[src/rtl/core/bqc_pkg.sv]
// ----------------------------------------------------------------------------
// bqc_pkg
// types and constants shared by the biquad cascade filter modules
// ----------------------------------------------------------------------------
`default_nettype none

package bqc_pkg;

  // field widths
  localparam int COEF_W   = 32;
  localparam int HIST_W   = 40;
  localparam int COEF_PER_SEC = 5;

  // item kinds carried in tuser
  localparam logic OP_FILTER = 1'b0;
  localparam logic OP_COEF   = 1'b1;

  // term codes, also the coefficient slot codes
  typedef logic [2:0] term_t;
  localparam term_t TERM_B0 = 3'd0;
  localparam term_t TERM_B1 = 3'd1;
  localparam term_t TERM_B2 = 3'd2;
  localparam term_t TERM_A1 = 3'd3;
  localparam term_t TERM_A2 = 3'd4;

  // per-section sequencer phases: terms issue in phases 0..4
  localparam term_t PHASE_LAST = 3'd6;

  // section output saturation bounds
  localparam logic signed [HIST_W-1:0] Y_MAX = {1'b0, {(HIST_W-1){1'b1}}};
  localparam logic signed [HIST_W-1:0] Y_MIN = {1'b1, {(HIST_W-1){1'b0}}};

  // output scaling
  localparam logic signed [47:0] OUT_SCALE  = 48'sd100;
  localparam logic signed [47:0] ROUND_HALF = 48'sd32768;
  localparam logic signed [31:0] Q_MAX = 32'sd32767;
  localparam logic signed [31:0] Q_MIN = -32'sd32768;

  // sequencer states
  typedef enum logic [2:0] {
    ST_IDLE,
    ST_RUN,
    ST_DRAIN,
    ST_SCALE,
    ST_EMIT
  } state_t;

  // history row of one section
  typedef struct packed {
    logic signed [HIST_W-1:0] x1;
    logic signed [HIST_W-1:0] x2;
    logic signed [HIST_W-1:0] y1;
    logic signed [HIST_W-1:0] y2;
  } hist_row_t;

  // tag that travels down the mac pipeline with each term
  typedef struct packed {
    logic  valid;
    term_t term;
    logic  last;
  } tag_t;

  // section result strobe from the mac
  typedef struct packed {
    logic valid;
    logic last;
  } fin_t;

endpackage

`default_nettype wire

[src/rtl/core/bqc_hist_mem.sv]
// ----------------------------------------------------------------------------
// bqc_hist_mem
// section history store, one row of x1, x2, y1, y2 per section
// ----------------------------------------------------------------------------
`default_nettype none

module bqc_hist_mem #(
  parameter int SECTIONS = 10
) (
  input  wire                                         clk,
  input  wire                                         rst,
  input  wire                                         wr_en,
  input  wire  [(SECTIONS > 1 ? $clog2(SECTIONS) : 1)-1:0] wr_addr,
  input  bqc_pkg::hist_row_t                          wr_data,
  input  wire  [(SECTIONS > 1 ? $clog2(SECTIONS) : 1)-1:0] rd_addr,
  output bqc_pkg::hist_row_t                          rd_data
);

  bqc_pkg::hist_row_t mem [SECTIONS];
  logic [SECTIONS-1:0] row_valid;

  // rows never written read as zero history
  always_ff @(posedge clk) begin
    if (rst) begin
      row_valid <= '0;
    end else if (wr_en) begin
      row_valid[wr_addr] <= 1'b1;
    end
  end

  // write port
  always_ff @(posedge clk) begin
    if (wr_en) begin
      mem[wr_addr] <= wr_data;
    end
  end

  // registered read port
  always_ff @(posedge clk) begin
    rd_data <= row_valid[rd_addr] ? mem[rd_addr] : '0;
  end

endmodule

`default_nettype wire

[config.mk]
export PLATFORM = sky130hd
export DESIGN_NAME = bqc_hist_mem
export DESIGN_NICKNAME = d
export VERILOG_FILES = /design/src/rtl/core/bqc_pkg.sv /design/src/rtl/core/bqc_hist_mem.sv
export SDC_FILE = /design/constraint.sdc
export NUM_CORES = 1
export LEC_CHECK = 0
export BUFFER_PORTS_ARGS = -buffer_cell sky130_fd_sc_hd__buf_2
export CORE_UTILIZATION = 25
export DETAILED_ROUTE_END_ITERATION = 10
export GPL_ROUTABILITY_DRIVEN = 0
export PLACE_DENSITY = 0.41
export SLEW_MARGIN = 30
export SYNTH_ARGS = -nofsm -noshare
export SYNTH_HDL_FRONTEND = slang
export SYNTH_SLANG_ARGS = --single-unit
export TNS_END_PERCENT = 20
[constraint.sdc]
create_clock -name clk -period 11.8 [get_ports clk]
set_input_delay 0 -clock clk [delete_from_list [all_inputs] [get_ports clk]]
set_output_delay 0 -clock clk [all_outputs]
set_load 0.05 [all_outputs]
== Yosys cells after proc, flatten, opt, wreduce, memory -nomap -nowiden ==
Memories as Yosys holds them, arrays and structs flattened. A register that Yosys moved wholly into a read port is not among the register bits.
Cells that the tools add are included.
Operators by class
  equal/unequal tests: 0
  bitwise operators: 1
  reduce and logical (&&, ||, !) cells: 2
  muxes and demuxes: 6
  magnitude comparators: 3
  shift operators: 0
  div/mod/pow operators: 0
  $mul: 0
  add/sub/neg operators: 0
Operators with widths (number)
  < comparator 4 x 5 -> 1 bit, second input constant: 2
  bitwise OR 10 bit: 1
  binary-select mux 1 bit (select 4 bit): 1
  demux 1 bit (select 4 bit): 1
  greater-or-equal comparator 4 x 1 -> 1 bit, second input constant: 1
  two-way mux 1 bit: 4
  logical AND 1 bit: 1
  logical NOT 1 bit: 1
Word-level totals
  bits in latches: 0
  memories: 1
  output and inout bits: 160
  bits of input ports: 171
  ROM bits: 0
  register bits: 10
  bits in writable memories: 1600
Memories
  mem: depth 10, bits a word 160, rd ports 1, clocked after Yosys merged registers in 1, wr ports 1, RTL line bqc_hist_mem.sv:19  | bqc_pkg::hist_row_t mem [SECTIONS];

== Longest topological paths before layout ==
  word-level depth: 5
  gate-level depth with buffers: 7
  gate-level depth less buffers: 3

== Worst setup path before layout ==
No wires, ideal clock.
  path type: input-to-reg
  start point: input wr_addr[2] in the netlist's numbering
  end point: memory mem[0][0] in the netlist's numbering (enable)
  stages on the path: 2
  slack: -0.375 ns
  path buffers: 0
  arrival time: 11.300 ns
  required time: 10.925 ns
  cells stage by stage: or3b_2 > nor3_1
RTL lines
  from (decl): RTL line bqc_hist_mem.sv:13  | input wire [(SECTIONS > 1 ? $clog2(SECTIONS) : 1)-1:0] wr_addr,
  to (decl): RTL line bqc_hist_mem.sv:19
No word-level cell before the write port.

== Final worst setup path ==
  start point: input wr_addr[2] in the netlist's numbering
  end point: memory mem[0][9] in the netlist's numbering (enable)
No word-level cell before the write port.

==> flow_metrics.tcl <==
set metrics [dict create \
    antenna_found_initial 34 \
    place_area_um2 70100 \
    cts.clk_slew.worst_paths_ns 0.06 \
    min_from "wr_data[46]" \
    grtUsageTotal_pct 12.9 \
    grt_max_degree 94 \
    cpPeakStageDelay_ns 0.78 \
    r2r-end "rd_data[151]" \
    start_kind "input port" \
    ys_ff_latch 1770 \
    dp_cells 6214 \
    path_class "input port to register" \
    finalWirelength_um 168000 \
    core_um2 255000 \
    crit_path_max_fanout 40 \
    cp-end-kind "register" \
    cp_num_cells 6 \
    cts_setup_buffers 0 \
    multi_input_area_um2 12200 \
    die_y_um 509 \
    hpwl_um 83700 \
    vias 29900 \
    synth_area_um2 64400 \
    path_cells "dlygate4sd3_1 -> buf_2 -> or3b_2 -> nor3_4 -> buf_4 -> buf_4" \
    drc 0 \
    clk_latency_ns 0.87 \
    p_leak_nw 26.3 \
    ant_nets 0 \
    syn_nets 2772 \
    finalHoldViolCount 0 \
    fp.dieArea_um2 260000 \
    cap_violations 0 \
    vdd_drop_max_uv 140 \
    regArea_um2 51400 \
    cpMostUsedCell "buf_4" \
    final.setup_skew_ns 0.0637 \
    synth_edf_count 1600 \
    n_fill_cell 24500 \
    drive_above_1_share_pct 33.5 \
    fin_area_um2 79900 \
    synth-async-reset-ratio_pct 0 \
    avgSynthCellArea_um2 24.7 \
    cts.htree.levels 4 \
    area_growth_pct 24.1 \
    slowest_stage "buf_4" \
    powerDensity_nw_per_um2 176 \
    cp_data_required_time_ns 12.25 \
    ff2ff_path_depth 5 \
    synth.distinct_cells 26 \
    cts_num_sinks 1770 \
    startpoint "wr_addr[2]" \
    path_buf_inv 4 \
    root_buffer "clkbuf_16" \
    yosysSeqAreaShare_pct 79.9 \
    critical-path-top-delay-family "buffers and inverters" \
    grt_pass1_wl_um 241000 \
    cts_max_path_buffers 3 \
    fin_cells 6908 \
    io_buffer_count 330 \
    status "complete, no violations" \
    placementRows 185 \
    cts_tree "done" \
    cts_buffers 195 \
    cts-resized-gates 0 \
    drt-initial-drc-count 2320 \
    ys_warn_count 0 \
    max_freq_mhz 303 \
    fin_crit_ns 3.30 \
    netlist_instances 2601 \
    final.period_utilization_pct 28.0 \
    final_max_slew_viol_count 0 \
    grt_setup_unrepaired "no" \
    finalNetCount 3523 \
    setup_viol 0 \
    cp-endpoint "mem[0][9]" \
    synth_flop_cell "edfxtp_1" \
    post_drt_wl_per_cell_um 24.3 \
    die_width_um 509 \
    dr.pass1.iters 5 \
    worst_hold_path_type "input port to register" \
    vias_per_cell 4.34 \
    worstMarginPinSlew_ns 0.999 \
    ff2ff_setup_slack_ns 9.08 \
    overflow 0 \
    cp.arrival_ns 3.75 \
    grt_pass1_vias 32700 \
    initial_core_util_pct 25.2 \
    slew_headroom_pct 33.4 \
    ios 331 \
    reg2reg_from "row_valid[7]" \
]
[worst min-delay path by stage]
stage,to,depth (start not counted)
floorplan,mem[0][0],0
global placement,mem[3][109],1
detailed placement,mem[6][98],1
CTS,mem[2][45],2
global route,mem[9][53],2
finish,mem[9][46],2
[cell type report]
| type | count | area share [%] |
|---|---|---|
| Multi-Input combinational cell | 686 | 15.3 |
| Tap cell | 3366 | 5.27 |
| Inverter | 1 | 0.0141 |
| Timing Repair Buffer | 698 | 6.62 |
| Sequential cell | 1770 | 64.4 |
| Antenna cell | 16 | 0.0501 |
| Clock inverter | 90 | 1.47 |
| Clock buffer | 281 | 6.92 |
[sequential cells by signal, summed over array words and instances, names as in the netlist]
register / cells
mem: 1600
rd_data: 160
row_valid: 10
[cell usage after synthesis, types with 2 or more instances]
cell type     n  area (µm²)
clkbuf_1     76         285
buf_2        18        90.1
a21oi_1       7        35.0
nor3_1        2        10.0
nor2_1       16        60.1
buf_1        17        63.8
nor2b_1       4        25.0
mux4_2      482       10900
nand2b_1      2        12.5
dfxtp_1     170        3400
and3_1      160        1000
edfxtp_1   1600       48000
buf_6        33         372
a31oi_1       2        12.5
[through the flow]
stage               utilization (%)  setup slack [ns]  total power, mW  hold slack [ns]  TNS, ns
detailed placement             27.5              7.51             7.89            0.306        0
global placement               27.5              7.54             7.89            0.305        0
floorplan                         -            -0.186             7.61           0.0989   -29.71
global route                   31.3              8.31             14.6           0.0218        0
finish                         31.3              8.50             14.1           0.0661        0
CTS                            31.3              8.42             14.3         0.000651        0
[layout by cell type (no fill, tap or decap), types with 7 or more instances in the layout]
master and n:
dlygate4sd3_1 306, a21oi_1 7, mux4_2 482, buf_2 327, and3_1 160, buf_4 55, clkbuf_16 197, dfxtp_1 170
nor2_1 10, diode_2 16, edfxtp_1 1600, clkinv_2 28, clkbuf_8 28, clkbuf_1 56, clkinv_16 7, bufinv_16 19
clkinv_1 23
[metal layers]
metal | wire length [µm] | up-vias | track usage [%]
met1 | 76200 | 16300 | 17.5
li1 | - | 12700 | -
met4 | 2990 | 30 | 2.99
met5 | 190 | - | 0
met2 | 79700 | 660 | 20.9
met3 | 8590 | 239 | 3.11
[power breakdown]
| group | internal, mW | switching [mW] |
|---|---|---|
| combinational | 0.334 | 0.469 |
| clock | 3.70 | 2.57 |
| sequential | 6.98 | 0.0397 |
[kinds of logic after synthesis]
logic type | synth area share (%)
buf+inv | 1.27
mux | 16.9
flops | 79.9
compound gates | 0.121
simple gates | 1.80
[worst register-to-register path, delay by kind of cell, from the launching register on]
family / cells / cell delay [ns]
buffers and inverters: 2 / 1.26
DFF: 1 / 0.34
AOI/OAI and AO/OA: 1 / 0.48
muxes: 1 / 0.25
and+or+nand+nor: 1 / 0.35
[repair_timing]
action	CTS	global route
endpoints found under the hold margin	1703	0
hold buffers	306	0
endpoints found under the setup margin	0	0
Note: power is estimated with default switching activity, not from simulation.
