===== config.mk =====
export PLATFORM = sky130hd
export DESIGN_NAME = bqc_coef_mem
export DESIGN_NICKNAME = d
export VERILOG_FILES = /design/src/rtl/core/bqc_pkg.sv /design/src/rtl/core/bqc_coef_mem.sv
export SDC_FILE = /design/constraint.sdc
export NUM_CORES = 1
export LEC_CHECK = 0
export BUFFER_PORTS_ARGS = -buffer_cell sky130_fd_sc_hd__buf_2
export CORE_MARGIN = 2
export CORE_UTILIZATION = 29
export CTS_CLUSTER_DIAMETER = 120
export DETAILED_ROUTE_END_ITERATION = 7
export GPL_ROUTABILITY_DRIVEN = 0
export SETUP_SLACK_MARGIN = 0.1
export SLEW_MARGIN = 20
export SYNTH_ARGS = -nofsm -noshare
export SYNTH_HDL_FRONTEND = slang
export SYNTH_SLANG_ARGS = --single-unit
export TNS_END_PERCENT = 30

===== constraint.sdc =====
create_clock -name clk -period 4.9 [get_ports clk]
set_input_delay 0.98 -clock clk [delete_from_list [all_inputs] [get_ports clk]]
set_output_delay 0.98 -clock clk [all_outputs]
set_load 0.1 [all_outputs]

===== src/rtl/core/bqc_pkg.sv =====
// ----------------------------------------------------------------------------
// bqc_pkg
// types and constants shared by the biquad cascade filter modules
// ----------------------------------------------------------------------------
`default_nettype none

package bqc_pkg;

  // field widths
  localparam int COEF_W   = 32;
  localparam int HIST_W   = 40;
  localparam int COEF_PER_SEC = 5;

  // item kinds carried in tuser
  localparam logic OP_FILTER = 1'b0;
  localparam logic OP_COEF   = 1'b1;

  // term codes, also the coefficient slot codes
  typedef logic [2:0] term_t;
  localparam term_t TERM_B0 = 3'd0;
  localparam term_t TERM_B1 = 3'd1;
  localparam term_t TERM_B2 = 3'd2;
  localparam term_t TERM_A1 = 3'd3;
  localparam term_t TERM_A2 = 3'd4;

  // per-section sequencer phases: terms issue in phases 0..4
  localparam term_t PHASE_LAST = 3'd6;

  // section output saturation bounds
  localparam logic signed [HIST_W-1:0] Y_MAX = {1'b0, {(HIST_W-1){1'b1}}};
  localparam logic signed [HIST_W-1:0] Y_MIN = {1'b1, {(HIST_W-1){1'b0}}};

  // output scaling
  localparam logic signed [47:0] OUT_SCALE  = 48'sd100;
  localparam logic signed [47:0] ROUND_HALF = 48'sd32768;
  localparam logic signed [31:0] Q_MAX = 32'sd32767;
  localparam logic signed [31:0] Q_MIN = -32'sd32768;

  // sequencer states
  typedef enum logic [2:0] {
    ST_IDLE,
    ST_RUN,
    ST_DRAIN,
    ST_SCALE,
    ST_EMIT
  } state_t;

  // history row of one section
  typedef struct packed {
    logic signed [HIST_W-1:0] x1;
    logic signed [HIST_W-1:0] x2;
    logic signed [HIST_W-1:0] y1;
    logic signed [HIST_W-1:0] y2;
  } hist_row_t;

  // tag that travels down the mac pipeline with each term
  typedef struct packed {
    logic  valid;
    term_t term;
    logic  last;
  } tag_t;

  // section result strobe from the mac
  typedef struct packed {
    logic valid;
    logic last;
  } fin_t;

endpackage

`default_nettype wire


===== src/rtl/core/bqc_coef_mem.sv =====
// ----------------------------------------------------------------------------
// bqc_coef_mem
// coefficient store, one entry per section and slot, registered read
// ----------------------------------------------------------------------------
`default_nettype none

module bqc_coef_mem #(
  parameter int SECTIONS = 10
) (
  input  wire                                    clk,
  input  wire                                    rst,
  input  wire                                    wr_en,
  input  wire  [$clog2(SECTIONS*5)-1:0]          wr_addr,
  input  wire  signed [bqc_pkg::COEF_W-1:0]      wr_data,
  input  wire  [$clog2(SECTIONS*5)-1:0]          rd_addr,
  output logic signed [bqc_pkg::COEF_W-1:0]      rd_data
);

  localparam int DEPTH = SECTIONS * bqc_pkg::COEF_PER_SEC;

  logic signed [bqc_pkg::COEF_W-1:0] mem [DEPTH];
  logic [DEPTH-1:0]                  entry_valid;

  // entries never written read as zero
  always_ff @(posedge clk) begin
    if (rst) begin
      entry_valid <= '0;
    end else if (wr_en) begin
      entry_valid[wr_addr] <= 1'b1;
    end
  end

  // write port
  always_ff @(posedge clk) begin
    if (wr_en) begin
      mem[wr_addr] <= wr_data;
    end
  end

  // registered read port
  always_ff @(posedge clk) begin
    rd_data <= entry_valid[rd_addr] ? mem[rd_addr] : '0;
  end

endmodule

`default_nettype wire


Word-level counts from Yosys, hierarchy flattened
Memories as Yosys holds them, arrays and structs flattened. A register that Yosys moved wholly into a read port is not among the register bits.
Cells that the tools add are included.

operators by class
  mux-type cells = 6
  reductions and logical operators = 2
  magnitude comparators = 3
  bitwise logic cells = 1

operator list
  operator              count
  $or A50 B50 Y50       1
  $lt A6 B7 Y1 const B  2
  $bmux W1 S6           1
  $demux W1 S6          1
  $ge A6 B1 Y1 const B  1
  $mux W1               4
  $logic_and A1 B1 Y1   1
  $logic_not A1 Y1      1

word-level totals
  bits of input ports = 47
  memories = 1
  memory bits (writable) = 1600
  flip-flop bits (word level) = 50

memory list
  memory  words  width  read ports  clocked after Yosys merged registers in  wr ports  RTL line            source
  mem     50     32     1           1                                        1         bqc_coef_mem.sv:21  logic signed [bqc_pkg::COEF_W-1:0] mem [DEPTH];

Logic depth before layout (Yosys ltp)
Gate-level depths: netlist (run 1).

  depth in word-level cells = 5
  mapped depth = 10
  gate-level depth less buffers = 5

Least setup slack after synthesis (run 1)
OpenSTA, ideal clock, no wires.

  kind = input port to flip-flop
  start point = input wr_en
  end point = memory mem[24][0] in the netlist's numbering (enable)
  stages on the path = 3
  buffers on the path = 0
  arrival = 3668 ps
  required time = 4437 ps
  library setup time = 463 ps
  path slack = 768 ps
  cell sequence = nor2b_1 > nand2_1 > nor3_1

on the way
  word-level cells in the longest chain between the ends = 2

RTL lines
  item                           RTL line            source
  from (decl)                    bqc_coef_mem.sv:12  input wire wr_en,
  $mux W1                        bqc_coef_mem.sv:35  if (wr_en) begin
  $mux W1 (implied by the code)  bqc_coef_mem.sv:36  mem[wr_addr] <= wr_data;
  to (decl)                      bqc_coef_mem.sv:21

No other way between the ends.

Final worst setup path (run 1)
  start point = input rd_addr[0]
  end point = register rd_data[20] in the netlist's numbering, read port of mem

on the way
  word-level cells in the longest chain between the ends = 3

RTL lines
  item                           RTL line            source
  from (decl)                    bqc_coef_mem.sv:15  input wire [$clog2(SECTIONS*5)-1:0] rd_addr,
  $bmux W1 S6                    bqc_coef_mem.sv:42  rd_data <= entry_valid[rd_addr] ? mem[rd_addr] : '0;
  $mux W1 (implied by the code)  bqc_coef_mem.sv:42
  $logic_not A1 Y1 (no line)     --
  to (decl)                      bqc_coef_mem.sv:16  output logic signed [bqc_pkg::COEF_W-1:0] rd_data

Several ways; a longest one is shown, not always the timed one. The select of a mux whose other input is x is not followed.
A chain may end at the register's enable or synchronous reset.

==> reports/metrics.yaml, run 1 <==
status: "complete, no violations"
finalSetupViolations: 0
vdd_ir_drop_max_uv: 396
grt_util_all_layers_pct: 14.2
clk_path_buf_depth: 3
cap_viol_max_count: 0
yosysMostFrequentCell: "sky130_fd_sc_hd__edfxtp_1"
hpwl_um: 85600
htree_num_levels: 4
wl_per_cell_um: 26.4
clk_root_buffer_cell: "sky130_fd_sc_hd__clkbuf_16"
rsz0062_at_grt: "false"
rows: 172
synthesis.area_mm2: 0.0638
synth_seq_area_share_pct: 77.9
synth.area.top_cells: "sky130_fd_sc_hd__edfxtp_1 (75%), sky130_fd_sc_hd__mux4_2 (12%), sky130_fd_sc_hd__mux2i_1 (3.1%)"
critPathLaunchType: "primary input"
worstSetupEndpointType: "register"
post-synth-top-area-fraction_pct: 75.3
initial_antenna_violation_count: 21
r2r_end: "rd_data[21]$_SDFF_PN0_"
totalNegativeSetupSlack_ns: 0
static-leakage-power_nw: 23.2
worstPathArrival_ns: 3.73
max_stage_delay_ns: 0.55
critical_path.max_fanout: 61
worst_r2r_path_depth: 6
synth_async_sr_flop_share_pct: 0
cts_inserted_buffers: 153
clkSlewWorstSetupHoldPaths_ns: 0.06
grt_start_max_net_pins: 110
crit_slowest_cell: "sky130_fd_sc_hd__mux4_2"
worst_setup_path_endpoint: "rd_data[20]$_SDFF_PN0_"
crit_type: "in -> reg"
cts_hold_buf: 0
post-route-drc-count: 0
final_max_slew_viol_count: 0
placement.io_buffers: 78
finalHoldViolCount: 0
fp.coreArea_mm2: 0.219
crit_path_cell_trace: "buf_8, buf_12, buf_4, mux4_2, mux2_2, a221oi_1, nor2_1, o211a_1"
yosys_register_bits: 1682
design.die.area_mm2: 0.224
detail-route-antenna-nets: 0
die_w_um: 473
worst_slew_margin_rel_pct: 25.5
yosys.area.top_type: "sky130_fd_sc_hd__edfxtp_1"
synth.top_cells.by_count: "sky130_fd_sc_hd__edfxtp_1 (1,600), sky130_fd_sc_hd__mux4_2 (330), sky130_fd_sc_hd__nor2_1 (210)"
number_of_global_route_vias_before_repair: 30900
fmax_mhz: 326
later_pin_clock_latency_in_the_skew_report_ns: 0.78
drt_pass1_iterations: 6
post_synthesis_cells: 2962
layout.nets: 3165
chipHeight_um: 473
synth.lib_cells_used.distinct: 42
area_delta_synth_final_pct: 15.4
critical_path.reg2reg.startpoint: "entry_valid[15]$_SDFFE_PP0P_"
timing.reg2reg.setup_slack_ns: 2.21
finalWirelength_um: 161000
grt_pass1_wl_um: 228000
required_ns: 5.56
boundaryPins: 79
power-per-cell-area_mw_per_mm2: 404
clock-sinks: 1682
worstHoldPathType: "reg -> reg"
drive_above_1_share_pct: 27.1
cts_tree: "yes"
totalPowerFinal_mw: 29.7
syn_area_per_cell_um2: 21.5
final.period_utilization_pct: 62.6
dpl-instance-area_mm2: 0.0684
synth-edff-count: 1600
ys.warnings.count: 0
cts_resized: 0
hold_ws_ns: 0.465
timing.final.crit_period_ns: 3.07
drtIter0Drc: 3503
postCtsSetupRepairBufs: 0
crit_start: "rd_addr[0]"
worst_clock_skew_ns: 0.0262
synth_nets: 3009
layout.filler_cells: 20300
final_cell_area_mm2: 0.0736
tightestPinTransition_ns: 1.12
globalRoute.totalOverflow: 0
synthFlopType: "sky130_fd_sc_hd__edfxtp_1"
avgViaCountPerCell: 5.02
initial_cell_density_of_the_core_pct: 29.1
dr_total_vias: 30800
-- per-layer routing --
layer | track usage, % | vias to the layer above | share of wire [%]
met1 | 19.6 | 16500 | 43
li1 | - | 12700 | -
met3 | 2.49 | 248 | 7.1
met4 | 4.12 | 0 | 2.5
met5 | 0 | - | 0
met2 | 22.8 | 1253 | 48
-- report_power, final --
group	switching, mW	internal [mW]
registers	0.0335	15.8
logic	0.888	0.473
clock network	5.25	7.24
-- cells by family after synthesis --
logic type	Yosys count	share of synthesized area, %
buffers and inverters	170	1.18
muxes	625	16.5
DFF	1682	77.9
and+or+nand+nor	253	1.61
AOI/OAI and AO/OA	232	2.87
-- metrics by stage --
| stage | cells | utilization [%] | setup slack, ns |
|---|---|---|---|
| after floorplan | 2962 | - | 0.768 |
| after global placement | 5834 | 31.2 | 0.989 |
| after detailed placement | 5834 | 31.2 | 0.997 |
| after CTS | 6117 | 33.6 | 1.80 |
| after global routing | 6118 | 33.6 | 1.66 |
| final | 6122 | 33.6 | 1.83 |
-- cells in the final DEF (no fill, tap or decap), types with 3 or more instances in the layout --
| master | n |
|---|---|
| sky130_fd_sc_hd__dfxtp_1 | 82 |
| sky130_fd_sc_hd__o221ai_1 | 64 |
| sky130_fd_sc_hd__a221oi_1 | 64 |
| sky130_fd_sc_hd__o211a_1 | 32 |
| sky130_fd_sc_hd__inv_6 | 8 |
| sky130_fd_sc_hd__clkbuf_16 | 164 |
| sky130_fd_sc_hd__mux2_1 | 3 |
| sky130_fd_sc_hd__edfxtp_1 | 1600 |
| sky130_fd_sc_hd__mux2_2 | 93 |
| sky130_fd_sc_hd__nand3_1 | 4 |
| sky130_fd_sc_hd__clkbuf_1 | 34 |
| sky130_fd_sc_hd__mux2i_1 | 199 |
| sky130_fd_sc_hd__o21ai_0 | 32 |
| sky130_fd_sc_hd__clkbuf_8 | 11 |
| sky130_fd_sc_hd__nand3b_1 | 3 |
| sky130_fd_sc_hd__nor2b_1 | 4 |
| sky130_fd_sc_hd__bufinv_16 | 18 |
| sky130_fd_sc_hd__clkinv_2 | 21 |
| sky130_fd_sc_hd__diode_2 | 5 |
| sky130_fd_sc_hd__nor2_4 | 48 |
| sky130_fd_sc_hd__buf_4 | 75 |
| sky130_fd_sc_hd__a21oi_1 | 32 |
| sky130_fd_sc_hd__buf_8 | 3 |
| sky130_fd_sc_hd__nor2_1 | 162 |
| sky130_fd_sc_hd__mux4_2 | 330 |
| sky130_fd_sc_hd__buf_2 | 74 |
| sky130_fd_sc_hd__clkinv_1 | 24 |
| sky130_fd_sc_hd__nand2_1 | 12 |
| sky130_fd_sc_hd__buf_12 | 18 |
| sky130_fd_sc_hd__nor3_2 | 3 |
-- area by class of cell --
| type | instances | area (µm²) | share of cell area (%) |
|---|---|---|---|
| Timing Repair Buffer | 170 | 1340 | 1.82 |
| Antenna cell | 5 | 12.5 | 0.0170 |
| Clock buffer | 209 | 4380 | 5.95 |
| Clock inverter | 74 | 847 | 1.15 |
| Sequential cell | 1682 | 49700 | 67.5 |
| Tap cell | 2871 | 3590 | 4.88 |
| Inverter | 1 | 3.75 | 0.00510 |
| Multi-Input combinational cell | 1110 | 13800 | 18.7 |
-- sequential cells by signal, summed over array words and instances (netlist names) --
name         count
entry_valid     50
mem           1600
rd_data         32
-- worst max-delay path: cells and delay by family --
| kind | cells | cell delay (ns) |
|---|---|---|
| buf+inv | 3 | 1.15 |
| mux | 2 | 0.83 |
| compound gates | 2 | 0.50 |
| simple gates | 1 | 0.13 |
-- worst min-delay path by stage --
| stage | cells after the start | slack (ns) | start | end |
|---|---|---|---|---|
| after global placement | 2 | 0.44 | entry_valid[25]$_SDFFE_PP0P_ | entry_valid[25]$_SDFFE_PP0P_ |
| after CTS | 2 | 0.47 | entry_valid[37]$_SDFFE_PP0P_ | entry_valid[37]$_SDFFE_PP0P_ |
| after global routing | 2 | 0.49 | entry_valid[14]$_SDFFE_PP0P_ | entry_valid[14]$_SDFFE_PP0P_ |
| after detailed placement | 2 | 0.46 | entry_valid[37]$_SDFFE_PP0P_ | entry_valid[37]$_SDFFE_PP0P_ |
| after floorplan | 2 | 0.43 | entry_valid[12]$_SDFFE_PP0P_ | entry_valid[12]$_SDFFE_PP0P_ |
| final | 2 | 0.47 | entry_valid[37]$_SDFFE_PP0P_ | entry_valid[37]$_SDFFE_PP0P_ |
No activity file was read; power rests on OpenSTA's default activity.
==> run 2: changes to the inputs <==
==> constraint.sdc (replaced) <==
create_clock -name clk -period 2.7 [get_ports clk]
set_input_delay 0.54 -clock clk [delete_from_list [all_inputs] [get_ports clk]]
set_output_delay 0.54 -clock clk [all_outputs]
set_load 0.1 [all_outputs]
==> run 2 against run 1 <==
Via count increased by 1.8%. Sequential cell count unchanged. Clock-buffer cell count increased by 17. Sequential power increased by 81%. Worst setup slack got worse by 1.7 ns. Power increased by 80%. Clock skew about the same. First-iteration DRC count decreased by 11%. Non-clock buffer count increased by 117. Critical endpoint is now rd_data[26]$_SDFF_PN0_.
==> reports/metrics.yaml, run 2 (synthesis gave the netlist of run 1 again) <==
status: "complete, no violations"
grt_pass1_wl_um: 232000  # +2.1%
worst_clock_skew_ns: 0.0259  # -0.000236 ns
final_max_slew_viol_count: 0  # unchanged
finalSetupViolations: 0  # unchanged
tightestPinTransition_ns: 0.952  # -0.166 ns
postCtsSetupRepairBufs: 0  # unchanged
post-route-drc-count: 0  # unchanged
layout.filler_cells: 20300  # -0.12%
initial_cell_density_of_the_core_pct: 29.1  # unchanged
cts_inserted_buffers: 163  # +6.5%
fp.coreArea_mm2: 0.219  # unchanged
finalWirelength_um: 162000  # +0.35%
clock-sinks: 1682  # unchanged
placement.io_buffers: 78  # unchanged
vdd_ir_drop_max_uv: 444  # +12%
fmax_mhz: 395
cts_resized: 0  # unchanged
max_flop_register: "mem"
grt_start_max_net_pins: 53  # -52%
later_pin_clock_latency_in_the_skew_report_ns: 0.79  # about the same
die_w_um: 473  # unchanged
max_ffs_per_register: 1600  # unchanged
routedLengthMet1_um: 70700  # +2.9%
design.die.area_mm2: 0.224  # unchanged
number_of_global_route_vias_before_repair: 32200  # +4.2%
globalRoute.totalOverflow: 0  # unchanged
finalHoldViolCount: 0  # unchanged
crit_type: "reg -> reg"
multi_input_area_mm2: 0.0138  # +0.14%
required_ns: 3.37  # -2.19 ns
clk_root_buffer_cell: "sky130_fd_sc_hd__clkbuf_16"
layout_commonest_cell: "sky130_fd_sc_hd__edfxtp_1"
timing.final.crit_period_ns: 2.53
wl_per_cell_um: 25.9  # -1.6%
worstSetupEndpointType: "register"
register_area_mm2: 0.0497  # unchanged
area_delta_synth_final_pct: 18.0
rsz0062_at_grt: "false"
static-leakage-power_nw: 23.9  # +3.2%
boundaryPins: 79  # unchanged
grt_util_all_layers_pct: 14.4  # +0.21 points
final_cell_area_mm2: 0.0753  # +2.2%
critPathLaunchType: "register"
cap_viol_max_count: 0  # unchanged
top_layer: "met5"
drive_above_1_share_pct: 29.3  # +2.2 points
dpl-instance-area_mm2: 0.0702  # +2.6%
avgViaCountPerCell: 5.01  # -0.17%
drtIter0Drc: 3122  # -11%
power-per-cell-area_mw_per_mm2: 709  # +76%
met2_wirelength_um: 79000  # +2.5%
clk_path_buf_depth: 3  # unchanged
cts_tree: "yes"
cts_hold_buf: 0  # unchanged
worstPathArrival_ns: 3.20  # -0.53 ns
largest_registers: "mem: 1600 flops, entry_valid: 50 flops, rd_data: 32 flops"
critical_path.max_fanout: 18  # -70%
htree_num_levels: 4  # unchanged
rows: 172  # unchanged
detail-route-antenna-nets: 0  # unchanged
hpwl_um: 89100  # +4.1%
met3RoutedLength_um: 8650  # -25%
worst_slew_margin_rel_pct: 36.5  # +11 points
place_inst: 5951  # +2.0%
initial_antenna_violation_count: 24  # +14%
drt_pass1_iterations: 8  # +2
chipHeight_um: 473  # unchanged
dr_total_vias: 31300  # +1.8%
clkSlewWorstSetupHoldPaths_ns: 0.06  # about the same
worstHoldPathType: "in -> reg"
layout.nets: 3292  # +4.0%
final_cell_mix: "sky130_fd_sc_hd__edfxtp_1 (1,600), sky130_fd_sc_hd__mux4_2 (330), sky130_fd_sc_hd__mux2i_1 (199), sky130_fd_sc_hd__clkbuf_16 (168), sky130_fd_sc_hd__nor2_1 (162)"
stdcell_count: 6244  # +2.0%
final.period_utilization_pct: 93.7
[run 2: cell count changes in the layout (fill, tap and decap cells not counted), moves of 5 or more]
cell / before / now
sky130_fd_sc_hd__clkinv_8: 0 / 7
sky130_fd_sc_hd__bufinv_16: 18 / 8
sky130_fd_sc_hd__clkbuf_1: 34 / 49
sky130_fd_sc_hd__buf_4: 75 / 121
sky130_fd_sc_hd__clkinv_2: 21 / 16
sky130_fd_sc_hd__buf_12: 18 / 89
[run 2: per-layer routing]
layer  GRT usage (%)  vias to the layer above
met4            3.99                        6
met3            2.02                      230
met1            19.9                    17100
met2            23.6                      976
li1                -                    13000
met5               0                        -
[run 2: power breakdown]
group / internal (mW) / switching (mW) / leakage [nW] / total, mW
combinational: 1.01 / 1.66 / 6.37 / 2.67
sequential: 28.7 / 0.0573 / 15.1 / 28.8
clock: 12.4 / 9.49 / 2.49 / 21.9
[run 2: metrics by stage]
step / setup TNS (ns) / util [%] / total power, mW / hold slack (ns) / worst slack [ns]
after floorplan: -256.26 / - / 30.8 / 0.435 / -0.307
after global placement: -6.20 / 32.0 / 32.0 / 0.444 / -0.336
after detailed placement: -6.94 / 32.0 / 32.1 / 0.459 / -0.370
after CTS: 0 / 34.3 / 53.9 / 0.237 / 0.189
after global routing: 0 / 34.3 / 55.1 / 0.307 / 0.142
final: 0 / 34.3 / 53.4 / 0.302 / 0.170
[run 2: layout make-up]
| type | instances | area share [%] |
|---|---|---|
| diodes | 1 | 0.00332 |
| multi-input cells | 1110 | 18.3 |
| flip-flops and latches | 1682 | 66.0 |
| clock buffers | 226 | 5.99 |
| repair buffers | 287 | 4.12 |
| inverters | 1 | 0.00499 |
| well taps | 2871 | 4.77 |
| clock inverters | 66 | 0.796 |
[run 2: worst paths after layout]
| kind | startpoint | to | slack (ns) | cells after the start |
|---|---|---|---|---|
| setup / recovery | entry_valid[15]$_SDFFE_PP0P_ | rd_data[26]$_SDFF_PN0_ | 0.17 | 6 |
| hold / removal | rst | entry_valid[13]$_SDFFE_PP0P_ | 0.30 | 2 |
| setup reg to reg | entry_valid[15]$_SDFFE_PP0P_ | rd_data[26]$_SDFF_PN0_ | 0.17 | 6 |
| hold reg to reg | entry_valid[30]$_SDFFE_PP0P_ | entry_valid[30]$_SDFFE_PP0P_ | 0.47 | 2 |
[run 2: critical path: stages, from the launching register on]
cell and delay (ns):
sky130_fd_sc_hd__dfxtp_1 0.31, sky130_fd_sc_hd__mux4_2 0.46, sky130_fd_sc_hd__and3_1 0.19, sky130_fd_sc_hd__or4_1 0.52
sky130_fd_sc_hd__a311o_2 0.52, sky130_fd_sc_hd__buf_12 0.21, sky130_fd_sc_hd__o211a_1 0.16
